[src/larf_pkg.sv]
package larf_pkg;

    localparam int DEPTH  = 4096;
    localparam int ADDR_W = $clog2(DEPTH);
    localparam int CNT_W  = $clog2(DEPTH + 1);

    localparam int FUNC_W  = 3;
    localparam int BYTE_W  = 8;
    localparam int FILL_W  = 13;
    localparam int LINE_W  = 13;
    localparam int DCNT_W  = 16;

    localparam logic [FUNC_W-1:0] FUNC_PUSH  = 3'd0;
    localparam logic [FUNC_W-1:0] FUNC_POP   = 3'd1;
    localparam logic [FUNC_W-1:0] FUNC_DATA  = 3'd2;
    localparam logic [FUNC_W-1:0] FUNC_LINE  = 3'd3;
    localparam logic [FUNC_W-1:0] FUNC_RESET = 3'd4;

    localparam logic [BYTE_W-1:0] BYTE_LF = 8'd10;
    localparam logic [BYTE_W-1:0] BYTE_CR = 8'd13;

    localparam logic [LINE_W-1:0] LINE_MAX = {LINE_W{1'b1}};

    localparam int S_DATA_W = 16;
    localparam int M_DATA_W = 56;

    typedef struct packed {
        logic load_item;
        logic exec;
        logic finish;
    } larf_cmd_t;

    typedef struct packed {
        logic pop_hit;
    } larf_stat_t;

    typedef struct packed {
        logic              in_data_mode;
        logic [DCNT_W-1:0] data_count;
        logic [LINE_W-1:0] line_count;
        logic [FILL_W-1:0] fill_level;
        logic              dropped;
        logic              was_empty;
        logic [BYTE_W-1:0] read_byte;
    } larf_result_t;

endpackage

[src/larf_ctrl.sv]
module larf_ctrl
    import larf_pkg::*;
(
    input  logic       aclk,
    input  logic       aresetn,
    input  logic       s_tvalid,
    output logic       s_tready,
    output logic       m_tvalid,
    input  logic       m_tready,
    input  larf_stat_t stat,
    output larf_cmd_t  cmd
);

    typedef enum logic [1:0] {
        ST_IDLE,
        ST_EXEC,
        ST_FETCH,
        ST_OUT
    } state_t;

    state_t state_reg, state_next;
    logic   s_tready_reg, s_tready_next;
    logic   m_tvalid_reg, m_tvalid_next;

    always_comb begin
        state_next = state_reg;
        cmd        = '0;
        case (state_reg)
            ST_IDLE: begin
                if (s_tvalid) begin
                    cmd.load_item = 1'b1;
                    state_next    = ST_EXEC;
                end
            end
            ST_EXEC: begin
                cmd.exec = 1'b1;
                // a pop that hits data goes through ST_FETCH for the memory read
                state_next = stat.pop_hit ? ST_FETCH : ST_OUT;
            end
            ST_FETCH: begin
                cmd.finish = 1'b1;
                state_next = ST_OUT;
            end
            ST_OUT: begin
                if (m_tready) begin
                    state_next = ST_IDLE;
                end
            end
            default: begin
                state_next = ST_IDLE;
            end
        endcase
        s_tready_next = (state_next == ST_IDLE);
        m_tvalid_next = (state_next == ST_OUT);
    end

    always_ff @(posedge aclk) begin
        if (!aresetn) begin
            state_reg    <= ST_IDLE;
            s_tready_reg <= 1'b1;
            m_tvalid_reg <= 1'b0;
        end else begin
            state_reg    <= state_next;
            s_tready_reg <= s_tready_next;
            m_tvalid_reg <= m_tvalid_next;
        end
    end

    assign s_tready = s_tready_reg;
    assign m_tvalid = m_tvalid_reg;

endmodule

[config.mk]
export PLATFORM = sky130hd
export DESIGN_NAME = larf_ctrl
export DESIGN_NICKNAME = d
export VERILOG_FILES = /design/src/larf_pkg.sv /design/src/larf_ctrl.sv
export SDC_FILE = /design/constraint.sdc
export NUM_CORES = 1
export LEC_CHECK = 0
export ABC_AREA = 1
export ABC_CLOCK_PERIOD_IN_PS = 1000
export BUFFER_PORTS_ARGS = -buffer_cell sky130_fd_sc_hd__clkbuf_2
export CORE_AREA = 2 2 39 41
export CTS_BUF_LIST = sky130_fd_sc_hd__clkbuf_4 sky130_fd_sc_hd__clkbuf_8
export DETAILED_ROUTE_END_ITERATION = 6
export DIE_AREA = 0 0 41 43
export PLACE_DENSITY_LB_ADDON = 0.12
export SLEW_MARGIN = 20
export SYNTH_ARGS = -nofsm -noshare
export SYNTH_HDL_FRONTEND = slang
export SYNTH_SLANG_ARGS = --single-unit
export TNS_END_PERCENT = 5
[constraint.sdc]
create_clock -name aclk -period 1 [get_ports aclk]
set_input_delay 0.1 -clock aclk [delete_from_list [all_inputs] [get_ports aclk]]
set_output_delay 0.1 -clock aclk [all_outputs]
set_load 0.005 [all_outputs]
==> metrics.yaml <==
status:
  outcome: "completed"
logic_synthesis:
  yosys.area.top_type: "dfxtp_1"
  synth.distinct_cells: 9
  synth-async-reset-ratio: 0
  synth-seq-cells: 4
  synth_seq_area_share: 0.500
  synth_ff_type: "dfxtp_1"
  synthCells: 22
  yosysTopAreaCellShare: 0.500
  yosys-top-cells-count: "5 x inv_1, 5 x nand2_1, 4 x dfxtp_1"
  syn_area_um2: 160
  postSynthAreaPerCell_um2: 7.28
  yosys_warnings: 0
  synth_edf_count: 0
  synth.area.top_cells: "dfxtp_1 50%, inv_1 12%, nand2_1 12%, a21oi_1 6.3%, nand3b_1 4.7%"
  syn-num-nets: 27
worst_setup_path:
  cp_top_family: "flip-flops"
  crit_start: "state_reg[1]$_SDFF_PN0_"
  startpoint_type: "register"
  cp_data_arrival_time_ns: 0.89
  critPathMaxFanout: 3
  cpPeakStageDelay_ns: 0.33
  end_kind: "output pin"
  worstPathRequired_ns: 0.90
  timing.rr.start: "state_reg[1]$_SDFF_PN0_"
  cpMaxStageDelayCell: "dfxtp_2"
  path_buf_inv: 2
  worstSetupPathType: "register to output pin"
  crit_chain: "nor2_1 -> nand2_1 -> inv_1 -> clkbuf_2"
floorplan:
  ios: 10
  die_area_um2: 1760
  row_count: 14
  die_y_um: 43
  die_w_um: 41
  coreArea_um2: 1380
  start_util: 0.116
final_layout:
  largest_register_ff_count: 2
  fin_util: 0.188
  drive_above_1_share: 0.514
  syn2layout_area_growth_pct: 62.5
  diodes: 0
  finalNetCount: 42
  fin_area_um2: 260
power:
  combPwrFrac: 0.225
  internal_power_w: 0.000379
  power.leakage_nw: 0.149
  powerDensity_nw_per_um2: 2020
  peakVddDrop_v: 0.000472
  clkPwrFrac: 0.390
  p_seq_frac: 0.385
  p_sw_frac: 0.280
  power_switching_w: 0.000147
sta:
  setup_slack_ns: 0.00557
  finClkSkew_ns: 0.00383
  fmax_mhz: 1010
  finalSetupTns_ns: 0
  whs_ns: 0.0509
  max_slew_margin: 0.914
  tightest_slew_ns: 0.129
  period_share: 0.994
  drv_slew: 0
  setup_violations: 0
  layout_min_cycle_time_ns: 0.994
  rsz0062_at_grt: "yes"
  hold_viol: 0
route:
  routed_wl_um: 399
  dr.pass1.iters: 3
  drt-wirelength-per-cell_um: 7.82
  routed-via-count: 180
  drc: 0
  ant_nets: 0
  viasPerCell: 3.53
  drt_iter0_drc: 1
run:
  drv_cap: 0
global_route:
  grt_max_degree: 6
  grt_first_pass_wirelength_um: 558
  grt_usage: 0.0543
  overflow: 0
  antenna_found_initial: 0
  grt_pass1_vias: 164
place:
  hpwl_um: 321
  place_area_um2: 225
  io_buffer_count: 9
  gp_congestion: 0.749
  pre_cts_slack_ns: 0.172
clock_network:
  clock_latency_ns: 0.24
  max-clock-path-buffers: 2
  cts_root_buf: "clkbuf_4"
  ctsHoldBuffers: 0
  cts_buffers: 3
  clkSinkCount: 4
  clk_pin_slew_ns: 0.04
  h-tree-depth: 1
  cts_tree: "built"
worst_hold_path:
  hp-start: "aresetn"
  hold_path.class: "primary input to register"
## stage by stage
| step | power [W] | instances |
|---|---|---|
| after floorplan | 0.000260 | 22 |
| after global routing | 0.000557 | 51 |
| final | 0.000526 | 51 |
| after CTS | 0.000528 | 51 |
| after global placement | 0.000310 | 47 |
| after detailed placement | 0.000307 | 47 |
## cell type report
class | instances | area [um^2]
Clock buffer | 3 | 22.5
Fill cell | 160 | 1120
Inverter | 5 | 18.8
Multi-Input combinational cell | 13 | 63.8
Sequential cell | 4 | 82.6
Tap cell | 16 | 20.0
Timing Repair Buffer | 10 | 52.6
## per-layer routing
| metal | share of wire | GRT usage | vias to the layer above |
|---|---|---|---|
| met3 | 0.085 | 0.0366 | 2 |
| met2 | 0.43 | 0.0531 | 6 |
| met1 | 0.45 | 0.0581 | 78 |
| met4 | 0.038 | 0.0800 | 0 |
| li1 | - | - | 94 |
| met5 | 0 | 0 | - |
## cells by family (layout without fill, tap and decap cells)
kind of cell | Yosys count | after routing | synth area share
AOI/OAI and AO/OA | 2 | 2 | 0.0625
buffers and inverters | 5 | 18 | 0.117
and+or+nand+nor | 11 | 11 | 0.320
DFF | 4 | 4 | 0.500
## placed cells by master (no fill, tap or decap)
master | netlist | layout
nand3b_1 | 1 | 1
clkbuf_4 | 0 | 3
inv_2 | 0 | 1
dfxtp_2 | 0 | 2
nand2_2 | 1 | 2
nand3_1 | 1 | 1
nand4_1 | 1 | 1
nand2_1 | 5 | 4
nor2_1 | 2 | 2
clkbuf_2 | 0 | 9
dfxtp_1 | 4 | 2
a21oi_1 | 2 | 2
inv_1 | 5 | 4
buf_4 | 0 | 1
## final timing paths
| kind | to | slack, ns | cells past startpoint |
|---|---|---|---|
| worst max-delay path | cmd[2] | 0.006 | 4 |
| worst min-delay path | s_tready$_SDFF_PN1_ | 0.05 | 2 |
| worst max register to register | s_tready$_SDFF_PN1_ | 0.11 | 5 |
| worst min register to register | state_reg[1]$_SDFF_PN0_ | 0.52 | 2 |
## power groups by stage
stage	clock (W)	combinational (W)	sequential, W
final	0.000205	0.000118	0.000202
after global routing	0.000215	0.000134	0.000207
after CTS	0.000208	0.000119	0.000201
after floorplan	0	0.0000598	0.000200
after detailed placement	0	0.000108	0.000200
after global placement	0	0.000110	0.000200
## worst register-to-register path: stages, from the launching register on
cell     delay [ns]
dfxtp_2        0.33
nor2_1         0.10
nand2_1        0.08
buf_4          0.14
nand4_1        0.08
nand2_1        0.06
## timing repair
action,in CTS,in global routing
cloned,0,0
setup endpoints to repair,2,3
hold endpoints to repair,0,0
resized for setup,3,1
pin swaps,1,1
buffers inserted,1,0
No activity file was read; power rests on OpenSTA's default activity.
